[src/sv/pcc_pkg.sv]
`timescale 1ns / 1ps
// ----------------------------------------------------------------------------
// pcc_pkg
// shared types, register codes and constants of the colorfulness classifier
// ----------------------------------------------------------------------------
package pcc_pkg;

  // widths fixed by the item fields
  localparam int ChanW  = 8;
  localparam int PctW   = 7;
  localparam int CountW = 11;

  // configuration port
  localparam int CfgIdxW  = 3;
  localparam int CfgDataW = 11;

  localparam logic [CfgIdxW-1:0] CfgIdxAlphaMin      = 3'd0;
  localparam logic [CfgIdxW-1:0] CfgIdxSaturationPct = 3'd1;
  localparam logic [CfgIdxW-1:0] CfgIdxColorfulPct   = 3'd2;
  localparam logic [CfgIdxW-1:0] CfgIdxMinOpaque     = 3'd3;

  localparam logic [ChanW-1:0]  AlphaMinRst      = 8'd128;
  localparam logic [PctW-1:0]   SaturationPctRst = 7'd30;
  localparam logic [PctW-1:0]   ColorfulPctRst   = 7'd15;
  localparam logic [CountW-1:0] MinOpaqueRst     = 11'd16;

  // counter limit: frame size, or the largest 11 bit value
  localparam int MaxPixels = 1024;
  localparam int CountMax  = (1 << CountW) - 1;
  localparam logic [CountW-1:0] CountCap =
      (MaxPixels < CountMax) ? CountW'(MaxPixels) : CountW'(CountMax);

  // percent scale for the division-free compares
  localparam int PctScale = 100;

  // product widths
  localparam int PixProdW   = ChanW + PctW;   // 15 bits
  localparam int FrameProdW = CountW + PctW;  // 18 bits

  typedef struct packed {
    logic [ChanW-1:0]  alpha_min;
    logic [PctW-1:0]   saturation_pct;
    logic [PctW-1:0]   colorful_pct;
    logic [CountW-1:0] min_opaque;
  } cfg_t;

  // classified pixel between the pixel stage and the counters
  typedef struct packed {
    logic valid;
    logic opaque;
    logic saturated;
    logic last;
  } flags_t;

  // closed frame between the counters and the verdict stage
  typedef struct packed {
    logic              valid;
    logic [CountW-1:0] opaque_total;
    logic [CountW-1:0] saturated_total;
  } frame_t;

  function automatic logic [CountW-1:0] bump(input logic [CountW-1:0] c);
    bump = (c < CountCap) ? c + CountW'(1) : CountCap;
  endfunction

endpackage

[src/sv/pixel_colorfulness_classifier_core.sv]
`timescale 1ns / 1ps
// ----------------------------------------------------------------------------
// pixel_colorfulness_classifier_core
// streaming RGBA classifier that judges whether a frame is multicolored
// ----------------------------------------------------------------------------
// usage
//   pixel items enter on in_valid_i / in_ready_o, one RGBA pixel each, with
//   last_pixel_i marking the final pixel of a frame
//   only a frame's last pixel yields a result item, on out_valid_o /
//   out_ready_i; ordinary pixels only update the frame counters
//   thresholds sit in four registers written on cfg_valid_i / cfg_ready_o
//   (index 0 alpha_min, 1 saturation_pct, 2 colorful_pct, 3 min_opaque);
//   the port is always ready, other indexes are dropped; write while idle
//   throughput is one pixel per cycle while nothing stalls; the result of a
//   last pixel passes the input register, flag register, frame register
//   and result register in turn
//   when the receiver stalls, the result register holds, the next closed
//   frame waits in the frame register and pixels keep flowing until a
//   further frame end reaches the flag register; then the stall backs up
//   to in_ready_o
//   reset (a change of observed target) clears counters, verdict flags and
//   pipeline valids, and restores the register defaults; no clearing pass
// ----------------------------------------------------------------------------
module pixel_colorfulness_classifier_core (
  input  logic                          clk_i,
  input  logic                          rst_ni,
  // pixel channel
  input  logic                          in_valid_i,
  output logic                          in_ready_o,
  input  logic [pcc_pkg::ChanW-1:0]     red_i,
  input  logic [pcc_pkg::ChanW-1:0]     green_i,
  input  logic [pcc_pkg::ChanW-1:0]     blue_i,
  input  logic [pcc_pkg::ChanW-1:0]     alpha_i,
  input  logic                          last_pixel_i,
  // result channel
  output logic                          out_valid_o,
  input  logic                          out_ready_i,
  output logic                          verdict_known_o,
  output logic                          is_colorful_o,
  output logic                          result_changed_o,
  output logic                          frame_trusted_o,
  output logic [pcc_pkg::CountW-1:0]    opaque_total_o,
  output logic [pcc_pkg::CountW-1:0]    saturated_total_o,
  // configuration channel
  input  logic                          cfg_valid_i,
  output logic                          cfg_ready_o,
  input  logic [pcc_pkg::CfgIdxW-1:0]   cfg_index_i,
  input  logic [pcc_pkg::CfgDataW-1:0]  cfg_data_i
);
  import pcc_pkg::*;

  cfg_t   cfg;          // current thresholds
  flags_t flags;        // classified pixel
  frame_t frame;        // closed frame totals
  logic   flags_take;   // counters consume the classified pixel
  logic   frame_take;   // verdict stage consumes the closed frame

  pcc_cfg_regs u_cfg_regs (
    .clk_i       (clk_i),
    .rst_ni      (rst_ni),
    .cfg_valid_i (cfg_valid_i),
    .cfg_ready_o (cfg_ready_o),
    .cfg_index_i (cfg_index_i),
    .cfg_data_i  (cfg_data_i),
    .cfg_o       (cfg)
  );

  // opaque test and division-free saturation test per pixel
  pcc_pixel_stage u_pixel_stage (
    .clk_i        (clk_i),
    .rst_ni       (rst_ni),
    .in_valid_i   (in_valid_i),
    .in_ready_o   (in_ready_o),
    .red_i        (red_i),
    .green_i      (green_i),
    .blue_i       (blue_i),
    .alpha_i      (alpha_i),
    .last_pixel_i (last_pixel_i),
    .cfg_i        (cfg),
    .flags_take_i (flags_take),
    .flags_o      (flags)
  );

  // saturating counts, cleared as each frame closes
  pcc_frame_counter u_frame_counter (
    .clk_i        (clk_i),
    .rst_ni       (rst_ni),
    .flags_i      (flags),
    .flags_take_o (flags_take),
    .frame_take_i (frame_take),
    .frame_o      (frame)
  );

  // trust check, colorful share, sticky verdict and change flag
  pcc_verdict u_verdict (
    .clk_i             (clk_i),
    .rst_ni            (rst_ni),
    .frame_i           (frame),
    .frame_take_o      (frame_take),
    .cfg_i             (cfg),
    .out_valid_o       (out_valid_o),
    .out_ready_i       (out_ready_i),
    .verdict_known_o   (verdict_known_o),
    .is_colorful_o     (is_colorful_o),
    .result_changed_o  (result_changed_o),
    .frame_trusted_o   (frame_trusted_o),
    .opaque_total_o    (opaque_total_o),
    .saturated_total_o (saturated_total_o)
  );

endmodule

[src/sv/pcc_cfg_regs.sv]
`timescale 1ns / 1ps
// ----------------------------------------------------------------------------
// pcc_cfg_regs
// threshold registers written through the configuration channel
// ----------------------------------------------------------------------------
module pcc_cfg_regs (
  input  logic                          clk_i,
  input  logic                          rst_ni,
  input  logic                          cfg_valid_i,
  output logic                          cfg_ready_o,
  input  logic [pcc_pkg::CfgIdxW-1:0]   cfg_index_i,
  input  logic [pcc_pkg::CfgDataW-1:0]  cfg_data_i,
  output pcc_pkg::cfg_t                 cfg_o
);
  import pcc_pkg::*;

  cfg_t cfg_q;
  logic wr_en;

  assign cfg_ready_o = 1'b1;
  assign wr_en       = cfg_valid_i;
  assign cfg_o       = cfg_q;

  always_ff @(posedge clk_i or negedge rst_ni) begin
    if (!rst_ni) begin
      cfg_q.alpha_min      <= AlphaMinRst;
      cfg_q.saturation_pct <= SaturationPctRst;
      cfg_q.colorful_pct   <= ColorfulPctRst;
      cfg_q.min_opaque     <= MinOpaqueRst;
    end else if (wr_en) begin
      case (cfg_index_i)
        CfgIdxAlphaMin:      cfg_q.alpha_min      <= cfg_data_i[ChanW-1:0];
        CfgIdxSaturationPct: cfg_q.saturation_pct <= cfg_data_i[PctW-1:0];
        CfgIdxColorfulPct:   cfg_q.colorful_pct   <= cfg_data_i[PctW-1:0];
        CfgIdxMinOpaque:     cfg_q.min_opaque     <= cfg_data_i[CountW-1:0];
        default: ;  // unknown index, ignored
      endcase
    end
  end

endmodule

[src/sv/pcc_pixel_stage.sv]
`timescale 1ns / 1ps
// ----------------------------------------------------------------------------
// pcc_pixel_stage
// input register and per-pixel opaque / saturated classification
// ----------------------------------------------------------------------------
module pcc_pixel_stage (
  input  logic                        clk_i,
  input  logic                        rst_ni,
  input  logic                        in_valid_i,
  output logic                        in_ready_o,
  input  logic [pcc_pkg::ChanW-1:0]   red_i,
  input  logic [pcc_pkg::ChanW-1:0]   green_i,
  input  logic [pcc_pkg::ChanW-1:0]   blue_i,
  input  logic [pcc_pkg::ChanW-1:0]   alpha_i,
  input  logic                        last_pixel_i,
  input  pcc_pkg::cfg_t               cfg_i,
  input  logic                        flags_take_i,
  output pcc_pkg::flags_t             flags_o
);
  import pcc_pkg::*;

  logic             s1_valid_q;
  logic [ChanW-1:0] red_q, green_q, blue_q, alpha_q;
  logic             last_q;
  flags_t           flags_q;

  logic             s2_free, s1_free, s1_load, s2_load;
  logic [ChanW-1:0] hi, lo;
  logic [PixProdW-1:0] spread_scaled, hi_scaled;
  logic             opaque, saturated;

  assign s2_free    = !flags_q.valid || flags_take_i;
  assign s1_free    = !s1_valid_q || s2_free;
  assign in_ready_o = s1_free;
  assign s1_load    = in_valid_i && s1_free;
  assign s2_load    = s1_valid_q && s2_free;

  // max / min of the three channels
  always_comb begin
    hi = red_q;
    lo = red_q;
    if (green_q > hi) hi = green_q;
    if (blue_q  > hi) hi = blue_q;
    if (green_q < lo) lo = green_q;
    if (blue_q  < lo) lo = blue_q;
  end

  // (max - min) * 100 > pct * max
  assign spread_scaled = PixProdW'(hi - lo) * PixProdW'(PctScale);
  assign hi_scaled     = PixProdW'(cfg_i.saturation_pct) * PixProdW'(hi);
  assign opaque        = alpha_q >= cfg_i.alpha_min;
  assign saturated     = opaque && (spread_scaled > hi_scaled);

  always_ff @(posedge clk_i or negedge rst_ni) begin
    if (!rst_ni) begin
      s1_valid_q <= 1'b0;
      flags_q    <= '0;
    end else begin
      if (s1_free) s1_valid_q <= in_valid_i;
      if (s2_free) flags_q.valid <= s1_valid_q;
      if (s2_load) begin
        flags_q.opaque    <= opaque;
        flags_q.saturated <= saturated;
        flags_q.last      <= last_q;
      end
    end
  end

  always_ff @(posedge clk_i) begin
    if (s1_load) begin
      red_q   <= red_i;
      green_q <= green_i;
      blue_q  <= blue_i;
      alpha_q <= alpha_i;
      last_q  <= last_pixel_i;
    end
  end

  assign flags_o = flags_q;

endmodule

[src/sv/pcc_frame_counter.sv]
`timescale 1ns / 1ps
// ----------------------------------------------------------------------------
// pcc_frame_counter
// saturating per-frame counters, closed into a frame register on the last pixel
// ----------------------------------------------------------------------------
module pcc_frame_counter (
  input  logic             clk_i,
  input  logic             rst_ni,
  input  pcc_pkg::flags_t  flags_i,
  output logic             flags_take_o,
  input  logic             frame_take_i,
  output pcc_pkg::frame_t  frame_o
);
  import pcc_pkg::*;

  logic [CountW-1:0] opaque_cnt_q, saturated_cnt_q;
  logic [CountW-1:0] opaque_cnt_d, saturated_cnt_d;
  frame_t            frame_q;
  logic              frame_free, take, close;

  assign frame_free   = !frame_q.valid || frame_take_i;
  // ordinary pixels never wait, a frame end waits for a free frame register
  assign take         = flags_i.valid && (!flags_i.last || frame_free);
  assign close        = take && flags_i.last;
  assign flags_take_o = take;

  assign opaque_cnt_d    = flags_i.opaque    ? bump(opaque_cnt_q)    : opaque_cnt_q;
  assign saturated_cnt_d = flags_i.saturated ? bump(saturated_cnt_q) : saturated_cnt_q;

  always_ff @(posedge clk_i or negedge rst_ni) begin
    if (!rst_ni) begin
      opaque_cnt_q    <= '0;
      saturated_cnt_q <= '0;
      frame_q         <= '0;
    end else begin
      if (take) begin
        opaque_cnt_q    <= flags_i.last ? '0 : opaque_cnt_d;
        saturated_cnt_q <= flags_i.last ? '0 : saturated_cnt_d;
      end
      if (frame_free) frame_q.valid <= close;
      if (close) begin
        frame_q.opaque_total    <= opaque_cnt_d;
        frame_q.saturated_total <= saturated_cnt_d;
      end
    end
  end

  assign frame_o = frame_q;

endmodule

[src/sv/pcc_verdict.sv]
`timescale 1ns / 1ps
// ----------------------------------------------------------------------------
// pcc_verdict
// frame judgement, verdict flags and the result register
// ----------------------------------------------------------------------------
module pcc_verdict (
  input  logic                        clk_i,
  input  logic                        rst_ni,
  input  pcc_pkg::frame_t             frame_i,
  output logic                        frame_take_o,
  input  pcc_pkg::cfg_t               cfg_i,
  output logic                        out_valid_o,
  input  logic                        out_ready_i,
  output logic                        verdict_known_o,
  output logic                        is_colorful_o,
  output logic                        result_changed_o,
  output logic                        frame_trusted_o,
  output logic [pcc_pkg::CountW-1:0]  opaque_total_o,
  output logic [pcc_pkg::CountW-1:0]  saturated_total_o
);
  import pcc_pkg::*;

  logic                  known_q, colorful_q, out_valid_q;
  logic                  known_d, colorful_d;
  logic                  changed_q, trusted_q;
  logic [CountW-1:0]     opaque_q, saturated_q;
  logic                  out_free, take;
  logic                  trusted, colorful, changed;
  logic [FrameProdW-1:0] sat_scaled, opq_scaled;

  assign out_free     = !out_valid_q || out_ready_i;
  assign take         = frame_i.valid && out_free;
  assign frame_take_o = take;

  // saturated * 100 > pct * opaque
  assign sat_scaled = FrameProdW'(frame_i.saturated_total) * FrameProdW'(PctScale);
  assign opq_scaled = FrameProdW'(cfg_i.colorful_pct) * FrameProdW'(frame_i.opaque_total);
  assign trusted    = frame_i.opaque_total >= cfg_i.min_opaque;
  assign colorful   = sat_scaled > opq_scaled;
  assign changed    = trusted && (!known_q || (colorful != colorful_q));
  assign known_d    = known_q || trusted;
  assign colorful_d = trusted ? colorful : colorful_q;

  always_ff @(posedge clk_i or negedge rst_ni) begin
    if (!rst_ni) begin
      known_q     <= 1'b0;
      colorful_q  <= 1'b0;
      out_valid_q <= 1'b0;
    end else begin
      if (take) begin
        known_q    <= known_d;
        colorful_q <= colorful_d;
      end
      if (out_free) out_valid_q <= frame_i.valid;
    end
  end

  always_ff @(posedge clk_i) begin
    if (take) begin
      changed_q   <= changed;
      trusted_q   <= trusted;
      opaque_q    <= frame_i.opaque_total;
      saturated_q <= frame_i.saturated_total;
    end
  end

  // the flag registers already hold the post-update verdict
  assign out_valid_o       = out_valid_q;
  assign verdict_known_o   = known_q;
  assign is_colorful_o     = colorful_q;
  assign result_changed_o  = changed_q;
  assign frame_trusted_o   = trusted_q;
  assign opaque_total_o    = opaque_q;
  assign saturated_total_o = saturated_q;

endmodule

[config.mk]
export PLATFORM = sky130hd
export DESIGN_NAME = pixel_colorfulness_classifier_core
export DESIGN_NICKNAME = d
export VERILOG_FILES = /design/src/sv/pcc_pkg.sv /design/src/sv/pixel_colorfulness_classifier_core.sv /design/src/sv/pcc_cfg_regs.sv /design/src/sv/pcc_pixel_stage.sv /design/src/sv/pcc_frame_counter.sv /design/src/sv/pcc_verdict.sv
export SDC_FILE = /design/constraint.sdc
export NUM_CORES = 1
export LEC_CHECK = 0
export ABC_AREA = 1
export BUFFER_PORTS_ARGS = -buffer_cell sky130_fd_sc_hd__buf_2
export CORE_AREA = 10 10 224 226
export DETAILED_ROUTE_END_ITERATION = 12
export DIE_AREA = 0 0 234 236
export PLACE_DENSITY = 0.53
export RECOVER_POWER = 50
export SLEW_MARGIN = 10
export SYNTH_ARGS = -nofsm -noshare
export SYNTH_HDL_FRONTEND = slang
export SYNTH_SLANG_ARGS = --single-unit
export TNS_END_PERCENT = 100
[constraint.sdc]
create_clock -name clk_i -period 18.65 [get_ports clk_i]
set_clock_uncertainty 0.05 [all_clocks]
set_input_delay 0.9325 -clock clk_i [delete_from_list [all_inputs] [get_ports clk_i]]
set_output_delay 0.9325 -clock clk_i [all_outputs]
set_load 0.01 [all_outputs]
# Yosys cells after proc, flatten, opt, wreduce, memory -nomap -nowiden
# Cells that the tools add are included.
[classes]
add_sub_neg = 3
muxes = 10
reduce_logical = 26
eq_ne = 4
n_mul = 4
magnitude_cmp = 10
[op_table]
columns = ["cell", "n"]
rows = [
  ["$mux 11", 6],
  ["$mux 8", 4],
  ["$add 11x1->11 const B", 2],
  ["$lt 11x11->1 const B", 2],
  ["$gt 18x18->1", 1],
  ["$mul 7x11->18", 1],
  ["$gt 8x8->1", 2],
  ["$lt 8x8->1", 2],
  ["$mul 11x5->16 const B", 1],
  ["$gt 15x15->1", 1],
  ["$mul 15x5->13 const B", 1],
  ["$mul 7x8->15", 1],
  ["$ge 11x11->1", 1],
  ["$reduce_and 2->1", 5],
  ["$sub 8x8->9", 1],
  ["$ge 8x8->1", 1],
  ["$logic_and 1x1->1", 7],
  ["$logic_or 1x1->1", 7],
  ["$eq 3x2->1 const B", 2],
  ["$logic_not 1->1", 6],
  ["$eq 3x1->1 const B", 1],
  ["$logic_not 3->1", 1],
  ["$ne 1x1->1", 1],
]
[totals]
ff_bits = 143
output_inout_bits = 29
input_bits = 52

# Logic depth before layout (Yosys ltp)
# Gate-level depths: netlist of the first run.
[depth]
word_depth = 9
ltp_mapped = 57

# By module
# From an unflattened synthesis of the first run, not the netlist that was laid out.
[hier_totals]
cells_unflattened = 1768
hier_area_um2 = 14318.7
[modules_own_cells]
columns = ["module", "area_each_um2", "cells_per_inst", "instances"]
rows = [
  ["pcc_pixel_stage", 5405.2, 661, 1],
  ["pcc_verdict", 5173.7, 659, 1],
  ["pcc_frame_counter", 2322.2, 294, 1],
  ["pcc_cfg_regs", 1417.6, 154, 1],
]

# Worst setup path before layout of the first run
# No wires, ideal clock.
[synth_path]
path_kind = "reg-to-reg"
from = "reg u_pixel_stage.green_q[7]"
to = "reg u_pixel_stage.flags_q, in the netlist u_pixel_stage.flags_o[1]"
path_stages_with_launch = 49
slack_ns = 11.009
n_path_buf = 2
t_required_ns = 18.484
arrival_time_ns = 7.474
path_cell_list = "edfxtp_1 ha_1 a21o_1 nor2_1 nand2_1 nand2_1 clkbuf_1 nand2_1 o21ai_0 ha_1 a21oi_1 nor2_1 a211oi_1 nand2_2 nand2_2 buf_6 inv_2 nand2_1 [... 13 more ...] nor2_1 o21ai_0 nand2_1 a21oi_1 o21bai_1 a21oi_1 o21bai_1 a21oi_1 nor2_1 nor2_1 xor2_1 ha_1 nand2_1 nor2_1 a2111oi_0 nand2_1 nand2_1 nand2_1"
[synth_via]
elab_chain_cells = 8
word_cells_on_any_way = 13
[synth_rtl]
columns = ["item", "line_no", "text"]
rows = [
  ["start, declared", "pcc_pixel_stage.sv:23", "logic [ChanW-1:0] red_q, green_q, blue_q, alpha_q;"],
  ["start signal, assigned", "pcc_pixel_stage.sv:72", "green_q <= green_i;"],
  ["$gt 8x8->1 / $lt 8x8->1 (equally long branches)", "pcc_pixel_stage.sv:42, pcc_pixel_stage.sv:44", ""],
  ["$mux 8, on equally long branches", "pcc_pixel_stage.sv:42, pcc_pixel_stage.sv:44", ""],
  ["$gt 8x8->1 / $lt 8x8->1 (equally long branches)", "pcc_pixel_stage.sv:43, pcc_pixel_stage.sv:45", ""],
  ["$mux 8, on equally long branches", "pcc_pixel_stage.sv:43, pcc_pixel_stage.sv:45", ""],
  ["$sub 8x8->9", "pcc_pixel_stage.sv:49", "assign spread_scaled = PixProdW'(hi - lo) * PixProdW'(PctScale);"],
  ["$mul 15x5->13", "pcc_pixel_stage.sv:49", ""],
  ["$gt 15x15->1 (*)", "pcc_pixel_stage.sv:52", "assign saturated = opaque && (spread_scaled > hi_scaled);"],
  ["$logic_and 1x1->1 (*)", "pcc_pixel_stage.sv:52", ""],
  ["end, declared", "pcc_pixel_stage.sv:25", "flags_t flags_q;"],
]
# Every way passes the cells marked *; elsewhere a longest branch is shown, timed or not.
# A chain may end at the register's enable or synchronous reset.

# Worst setup path in the final report of the first run
[layout_path]
from = "reg u_pixel_stage.green_q[3]"
to = "reg u_pixel_stage.flags_q, in the netlist u_pixel_stage.flags_o[1]"
# The elaborated chain is that of the path after synthesis.

==> results.py, run 1 <==
metrics = {
    "worst_hold_path": {
        "holdPathStages": 2,
        "hp-class": "reg2reg",
        "min-delay-start": "u_pixel_stage.last_q",
        "min_to": "u_pixel_stage.flags_o[0]",
    },
    "pwr": {
        "vdd_drop_max_uv": 250,
        "p_per_area_nw_per_um2": 178,
        "total_leakage_power_nw": 7.94,
    },
    "sta": {
        "maxSlewViolCount": 97,
        "fin_crit_ns": 8.96,
        "rsz0062_at_grt": "false",
        "period_share": 0.481,
        "setup_tns_ns": 0,
        "setup_viol": 0,
        "hold_ws_ns": 0.441,
        "hold_viol": 0,
        "maxSlewHeadroom": -1.60,
        "worstMarginPinSlew_ns": 3.90,
        "max_freq_mhz": 112,
        "fin_ws_ns": 9.69,
    },
    "route": {
        "routed_wl_mm": 33.4,
        "num_vias": 10400,
        "drt_iter0_drc": 543,
        "ant_nets": 0,
        "drc_errors": 0,
        "vias_per_cell": 4.55,
        "drt_first_pass_iters": 5,
        "wire_per_inst_um": 14.6,
    },
    "outcome": {
        "violations": "max-capacitance violations, max-slew violations",
        "status": "finished with violations",
    },
    "cts": {
        "htreeDepth": 4,
        "clk_pin_slew_ns": 0.07,
        "clock_path_buffers": 2,
        "cts_resized": 0,
        "cts_root_buf": "clkbuf_16",
        "cts_hold_buffers": 0,
        "postCtsSetupRepairBufs": 0,
        "cts_tree": "built",
        "clock-sinks": 143,
        "clock_latency_ns": 0.44,
        "numCtsBuffers": 17,
    },
    "setup_path": {
        "path_max_fanout": 20,
        "path_class": "reg2reg",
        "r2r-end": "u_pixel_stage.flags_o[1]",
        "worstSetupStartpointType": "register",
        "arrival_ns": 9.24,
        "critical_path.max_stage_delay_ns": 0.55,
        "slowest_stage": "fa_1",
        "crit_path_end_kind": "register",
        "worstPathRequired_ns": 18.93,
        "timing.rr.start": "u_pixel_stage.green_q[3]",
        "r2r_cells": 48,
        "rrSetupSlack_ns": 9.69,
        "crit_top_cell": "nand2_1",
    },
    "layout": {
        "area_growth_pct": 11.7,
        "mostFrequentLayoutCell": "inv_1",
        "fin_area_um2": 15100,
        "fin_cells": 2291,
        "diodes": 0,
        "layout_common_cells": "inv_1 (324), nand2_1 (318), ha_1 (210), o21ai_0 (106), nor2_1 (101)",
        "layout-drive-gt1-share": 0.0873,
        "final_nets": 2020,
    },
    "global_route": {
        "overflow": 0,
        "track_usage": 0.125,
        "grt_max_degree": 71,
        "grt_pass1_wl_mm": 55.1,
        "grt.busiest_layer": "met2",
        "antenna_found_initial": 0,
        "grt_pass1_vias": 10700,
        "grt_use_met1": 0.165,
        "groute.layer.met3.usage": 0.0268,
        "grt_util_met2": 0.201,
    },
    "yosys": {
        "yosys.area.top_type_share": 0.194,
        "syn_area_um2": 13500,
        "synth_ff_type": "dfrtp_1",
        "avgSynthCellArea_um2": 8.42,
        "synth_cell_types": 47,
        "yosysSeqAreaShare": 0.287,
        "ys_warn_count": 0,
        "async_flop_share": 0.601,
        "synth_edf_count": 57,
        "synthCells": 1607,
        "synth-seq-cells": 143,
        "synth_area_leaders": "ha_1 (19%), dfrtp_1 (14%), fa_1 (13%), edfxtp_1 (13%), inv_1 (9.0%)",
        "syn_nets": 1956,
        "yosys.area.top_type": "ha_1",
    },
    "die": {
        "core_um2": 45900,
        "row_count": 79,
        "die_y_um": 236,
        "die_width_um": 234,
        "die-area_um2": 55200,
        "start_util": 0.295,
        "pin_count": 81,
    },
    "place": {
        "place_congestion": 0.820,
        "portBuffers": 79,
        "dpl_worst_slack_ns": 9.73,
        "dpl_cell_area_um2": 14500,
        "dpl.hpwl_mm": 27.0,
        "dpl.cell_count": 2259,
    },
    "run": {
        "drv_cap": 2,
    },
}
## how the worst max path moves through the flow
stage / start / to / cells past startpoint
finish: u_pixel_stage.green_q[3] / u_pixel_stage.flags_o[1] / 48
global route: u_pixel_stage.red_q[1] / u_pixel_stage.flags_o[1] / 49
floorplan: u_pixel_stage.green_q[7] / u_pixel_stage.flags_o[1] / 48
detailed placement: u_pixel_stage.green_q[3] / u_pixel_stage.flags_o[1] / 48
CTS: u_pixel_stage.green_q[3] / u_pixel_stage.flags_o[1] / 48
global placement: u_pixel_stage.green_q[2] / u_pixel_stage.flags_o[1] / 48
## cell families (layout without fill, tap and decap cells)
logic type	count (synthesis)	count (layout)	share of synthesized area
adder cells (fa/ha/maj)	297	297	0.323
flip-flops	143	143	0.287
buffers and inverters	371	448	0.105
AND/OR/NAND/NOR	506	506	0.154
other	1	1	0.000277
AO/OA/AOI/OAI	240	240	0.0984
XOR/XNOR	49	49	0.0323
## sequential cells by signal, summed over array words and instances, names as in the netlist
name / flops
u_pixel_stage.last_q: 1
u_pixel_stage.s1_valid_q: 1
u_verdict.result_changed_o: 1
u_pixel_stage.red_q: 8
u_pixel_stage.green_q: 8
u_cfg_regs.cfg_o: 33
u_verdict.saturated_total_o: 11
u_verdict.frame_trusted_o: 1
u_frame_counter.opaque_cnt_q: 11
u_verdict.opaque_total_o: 11
u_pixel_stage.blue_q: 8
u_pixel_stage.flags_o: 4
u_verdict.verdict_known_o: 1
u_frame_counter.frame_o: 23
u_verdict.out_valid_o: 1
u_pixel_stage.alpha_q: 8
u_frame_counter.saturated_cnt_q: 11
u_verdict.is_colorful_o: 1
## metal layers
| layer | up-vias | wire (um) |
|---|---|---|
| met5 | - | 0 |
| met4 | 0 | 600 |
| met3 | 35 | 1500 |
| met2 | 170 | 15300 |
| met1 | 4959 | 16000 |
| li1 | 5255 | - |
## per-stage QoR
stage	total power [mW]	util
after detailed placement	2.36	0.317
after global routing	3.07	0.329
after global placement	2.34	0.317
after floorplan	1.89	-
final	2.69	0.329
after CTS	2.73	0.330
## layout make-up
type | instances | area, um2
inverter | 333 | 1250
timing repair buffer | 83 | 405
sequential | 143 | 3880
fill | 4861 | 30800
tap | 607 | 759
clock buffer | 17 | 425
multi-input combinational | 1093 | 8230
clock inverter | 15 | 153
## worst max-delay path, delay by kind of cell (launching register included)
family | cells | cell delay (ns)
DFF | 1 | 0.41
AOI/OAI and AO/OA | 11 | 2.01
adders and majority gates | 8 | 3.30
xor gates and xnor gates | 1 | 0.19
and+or+nand+nor | 20 | 2.21
buffers and inverters | 8 | 0.65
## cells in the mapped netlist (2+ instances only)
| cell | instances |
|---|---|
| inv_1 | 324 |
| nand2_1 | 318 |
| ha_1 | 210 |
| o21ai_0 | 106 |
| nor2_1 | 103 |
| fa_1 | 87 |
| dfrtp_1 | 76 |
| a21oi_1 | 73 |
| edfxtp_1 | 57 |
| nand3_1 | 37 |
| xor2_1 | 35 |
| clkbuf_1 | 28 |
| o22ai_1 | 18 |
| xnor2_1 | 13 |
| nand2_2 | 12 |
| o21bai_1 | 12 |
| nand4_1 | 11 |
| dfstp_2 | 10 |
| nor3_1 | 9 |
| inv_2 | 8 |
| a211oi_1 | 7 |
| clkbuf_2 | 7 |
| nand3b_1 | 5 |
| a21o_1 | 4 |
| o21ai_1 | 4 |
| o21ai_2 | 4 |
| a31oi_1 | 3 |
| nand2_4 | 3 |
| and2_1 | 2 |
| buf_6 | 2 |
| o21a_1 | 2 |
| o221ai_1 | 2 |
## power breakdown
part           switching [mW]  leakage [nW]  total [mW]  internal [mW]
combinational            1.17          6.00        1.94          0.770
sequential             0.0453          1.66       0.412          0.367
clock                   0.158         0.284       0.346          0.188
Note: power is estimated with default switching activity, not from simulation.
==> run 2: changes to the inputs <==
Settings changed: ABC_AREA 1 to 0, CORE_AREA 10 10 224 226 to 10 10 226 228, DIE_AREA 0 0 234 236 to 0 0 236 238, PLACE_DENSITY 0.53 to 0.54.
Clock period 18.65 ns to 8.05 ns, I/O delays scaled along.
==> results.py, run 2 <==
metrics = {
    "yosys": {
        "syn_nets": 1776,
        "yosys.area.top_type": "ha_1",
        "yosysSeqAreaShare": 0.280,
        "yosys.cell_count.top_type": "ha_1",
        "synthAdderAreaFrac": 0.316,
        "synth_commonest_cells": "ha_1 (210), inv_1 (206), nand2_1 (139), fa_1 (87), dfrtp_1 (76)",
        "synth_cell_types": 76,
        "async_flop_share": 0.601,
        "yosys.area.top_type_share": 0.190,
        "synth_ff_type": "dfrtp_1",
        "synth_compound_area_frac": 0.116,
        "avgSynthCellArea_um2": 9.71,
        "synthCells": 1427,
        "synth-seq-cells": 143,
        "synthSimpleGateAreaFrac": 0.142,
        "synthMuxAreaShare": 0.0397,
        "synthXorXnorAreaFrac": 0.0404,
        "synth_edf_count": 57,
        "syn_area_um2": 13900,
        "synth_top_family_by_area": "adder cells",
        "ys_warn_count": 0,
        "synth_area_leaders": "ha_1 (19%), dfrtp_1 (14%), fa_1 (13%), edfxtp_1 (12%), inv_1 (5.6%)",
    },
    "route": {
        "routed_wl_mm": 34.6,
        "drt_first_pass_iters": 5,
        "ant_nets": 0,
        "drt_iter0_drc": 404,
        "drc_errors": 0,
        "num_vias": 10500,
        "vias_per_cell": 4.65,
        "wire_per_inst_um": 15.3,
    },
    "die": {
        "die_width_um": 236,
        "die-area_um2": 56200,
        "pin_count": 81,
        "row_count": 79,
        "die_y_um": 238,
        "start_util": 0.299,
        "core_um2": 46400,
    },
    "global_route": {
        "antenna_found_initial": 0,
        "track_usage": 0.124,
        "grt_use_met1": 0.162,
        "grt_max_degree": 68,
        "grt.busiest_layer": "met2",
        "groute.layer.met3.usage": 0.0253,
        "overflow": 0,
        "grt_pass1_vias": 10900,
        "grt_util_met2": 0.205,
        "grt_pass1_wl_mm": 56.7,
    },
    "setup_path": {
        "crit_top_cell": "fa_1",
        "arrival_ns": 9.18,
        "path_class": "reg2reg",
        "worstSetupStartpointType": "register",
        "path_max_fanout": 7,
        "slowest_stage": "fa_1",
        "critical_path.max_stage_delay_ns": 0.57,
        "worstPathRequired_ns": 8.35,
        "crit_path_end_kind": "register",
    },
    "sta": {
        "hold_viol": 0,
        "worstMarginPinSlew_ns": 1.63,
        "fin_ws_ns": -0.821,
        "rsz0062_at_grt": "true",
        "fin_crit_ns": 8.87,
        "maxSlewHeadroom": -0.0897,
        "setup_tns_ns": -0.821,
        "maxSlewViolCount": 42,
        "period_share": 1.10,
        "setup_viol": 1,
        "max_freq_mhz": 113,
    },
    "outcome": {
        "violations": "max-capacitance violations, max-slew violations, negative setup slack",
        "status": "finished with violations",
    },
    "worst_hold_path": {
        "hp-class": "in2reg",
    },
    "cts": {
        "clk_pin_slew_ns": 0.08,
        "clock_latency_ns": 0.47,
        "cts_tree": "built",
        "clock-sinks": 143,
        "htreeDepth": 4,
        "cts_root_buf": "clkbuf_16",
        "clock_path_buffers": 2,
        "numCtsBuffers": 17,
    },
    "place": {
        "dpl.hpwl_mm": 28.2,
        "portBuffers": 79,
        "place_congestion": 0.829,
        "dpl.cell_count": 2217,
    },
    "layout": {
        "layout-drive-gt1-share": 0.204,
        "postLayoutCoreUtil": 0.365,
        "area_growth_pct": 22.1,
        "layout_common_cells": "inv_1 (203), ha_1 (202), buf_4 (146), nand2_1 (139), fa_1 (87)",
        "final_nets": 1995,
        "largest_reg_flops": 33,
        "fin_cells": 2266,
        "fillers": 4643,
        "diodes": 0,
        "mostFrequentLayoutCell": "inv_1",
    },
    "run": {
        "drv_cap": 2,
    },
}
## run 2: changes by cell type after synthesis, moves of 37 or more
cell | before | now
o21ai_0 | 106 | 67
nor2_1 | 103 | 50
inv_1 | 324 | 206
nand2_1 | 318 | 139
nor2b_1 | 1 | 57
and2_1 | 2 | 39
## run 2: kinds of logic after synthesis
kind of cell / count (synthesis)
compound gates: 247
xor+xnor: 63
fa+ha+maj: 298
buf+inv: 238
flops: 143
mux: 45
other cells: 1
simple gates: 392
## run 2: worst max-delay path: cells and delay by family, from the launching register on
kind | cells | cell delay, ns
adders and majority gates | 8 | 3.04
AOI/OAI and AO/OA | 12 | 2.04
and+or+nand+nor | 10 | 1.97
xor gates and xnor gates | 1 | 0.13
buffers and inverters | 6 | 0.57
DFF | 1 | 0.40
muxes | 2 | 0.55
## run 2: metrics by stage
step	hold slack [ns]	cell area [um2]	setup WS, ns
after global placement	0.255	16000	-0.546
after floorplan	0.0569	14000	-0.401
after detailed placement	0.255	16000	-0.763
after CTS	0.0235	16700	-0.493
final	0.0560	16900	-0.821
after global routing	0.0256	16900	-1.27
## run 2: final cells by class
type | count | area (um2) | share of cell area
Clock inverter | 12 | 145 | 0.00858
Timing Repair Buffer | 231 | 1530 | 0.0903
Tap cell | 607 | 759 | 0.0449
Inverter | 206 | 773 | 0.0457
Sequential cell | 143 | 3880 | 0.229
Clock buffer | 20 | 468 | 0.0277
Multi-Input combinational cell | 1047 | 9370 | 0.554
## run 2: per-layer routing
layer,part of all wire,wire [um]
met2,0.48,16500
met5,0,0
met4,0.011,396
met1,0.48,16600
met3,0.029,1000
## run 2: path summary, 6_finish.rpt
| kind | startpoint | end | slack, ns | cells past startpoint |
|---|---|---|---|---|
| max in group asynchronous | rst_ni | u_cfg_regs.cfg_o[23] | 5.82 | 3 |
| worst max-delay path | u_pixel_stage.red_q[1] | u_pixel_stage.flags_o[1] | -0.82 | 39 |
| worst min register to register | u_pixel_stage.last_q | u_pixel_stage.flags_o[0] | 0.44 | 1 |
| worst min-delay path | alpha_i[1] | u_pixel_stage.alpha_q[1] | 0.06 | 1 |
| min in group asynchronous | rst_ni | u_pixel_stage.flags_o[0] | 0.64 | 2 |
| worst max register to register | u_pixel_stage.red_q[1] | u_pixel_stage.flags_o[1] | -0.82 | 39 |
## run 2: repair_timing
item,4_1_cts,5_1_grt
hold buffers,1,0
buffers inserted,4,11
cloned,0,1
gates resized for setup,6,31
endpoints found under the setup margin,1,1
endpoints found under the hold margin,19,0
pin swaps,8,36
Power of run 2 is not shown: default switching activity piles up to over one toggle a cycle in this logic, so the estimate is an artifact.
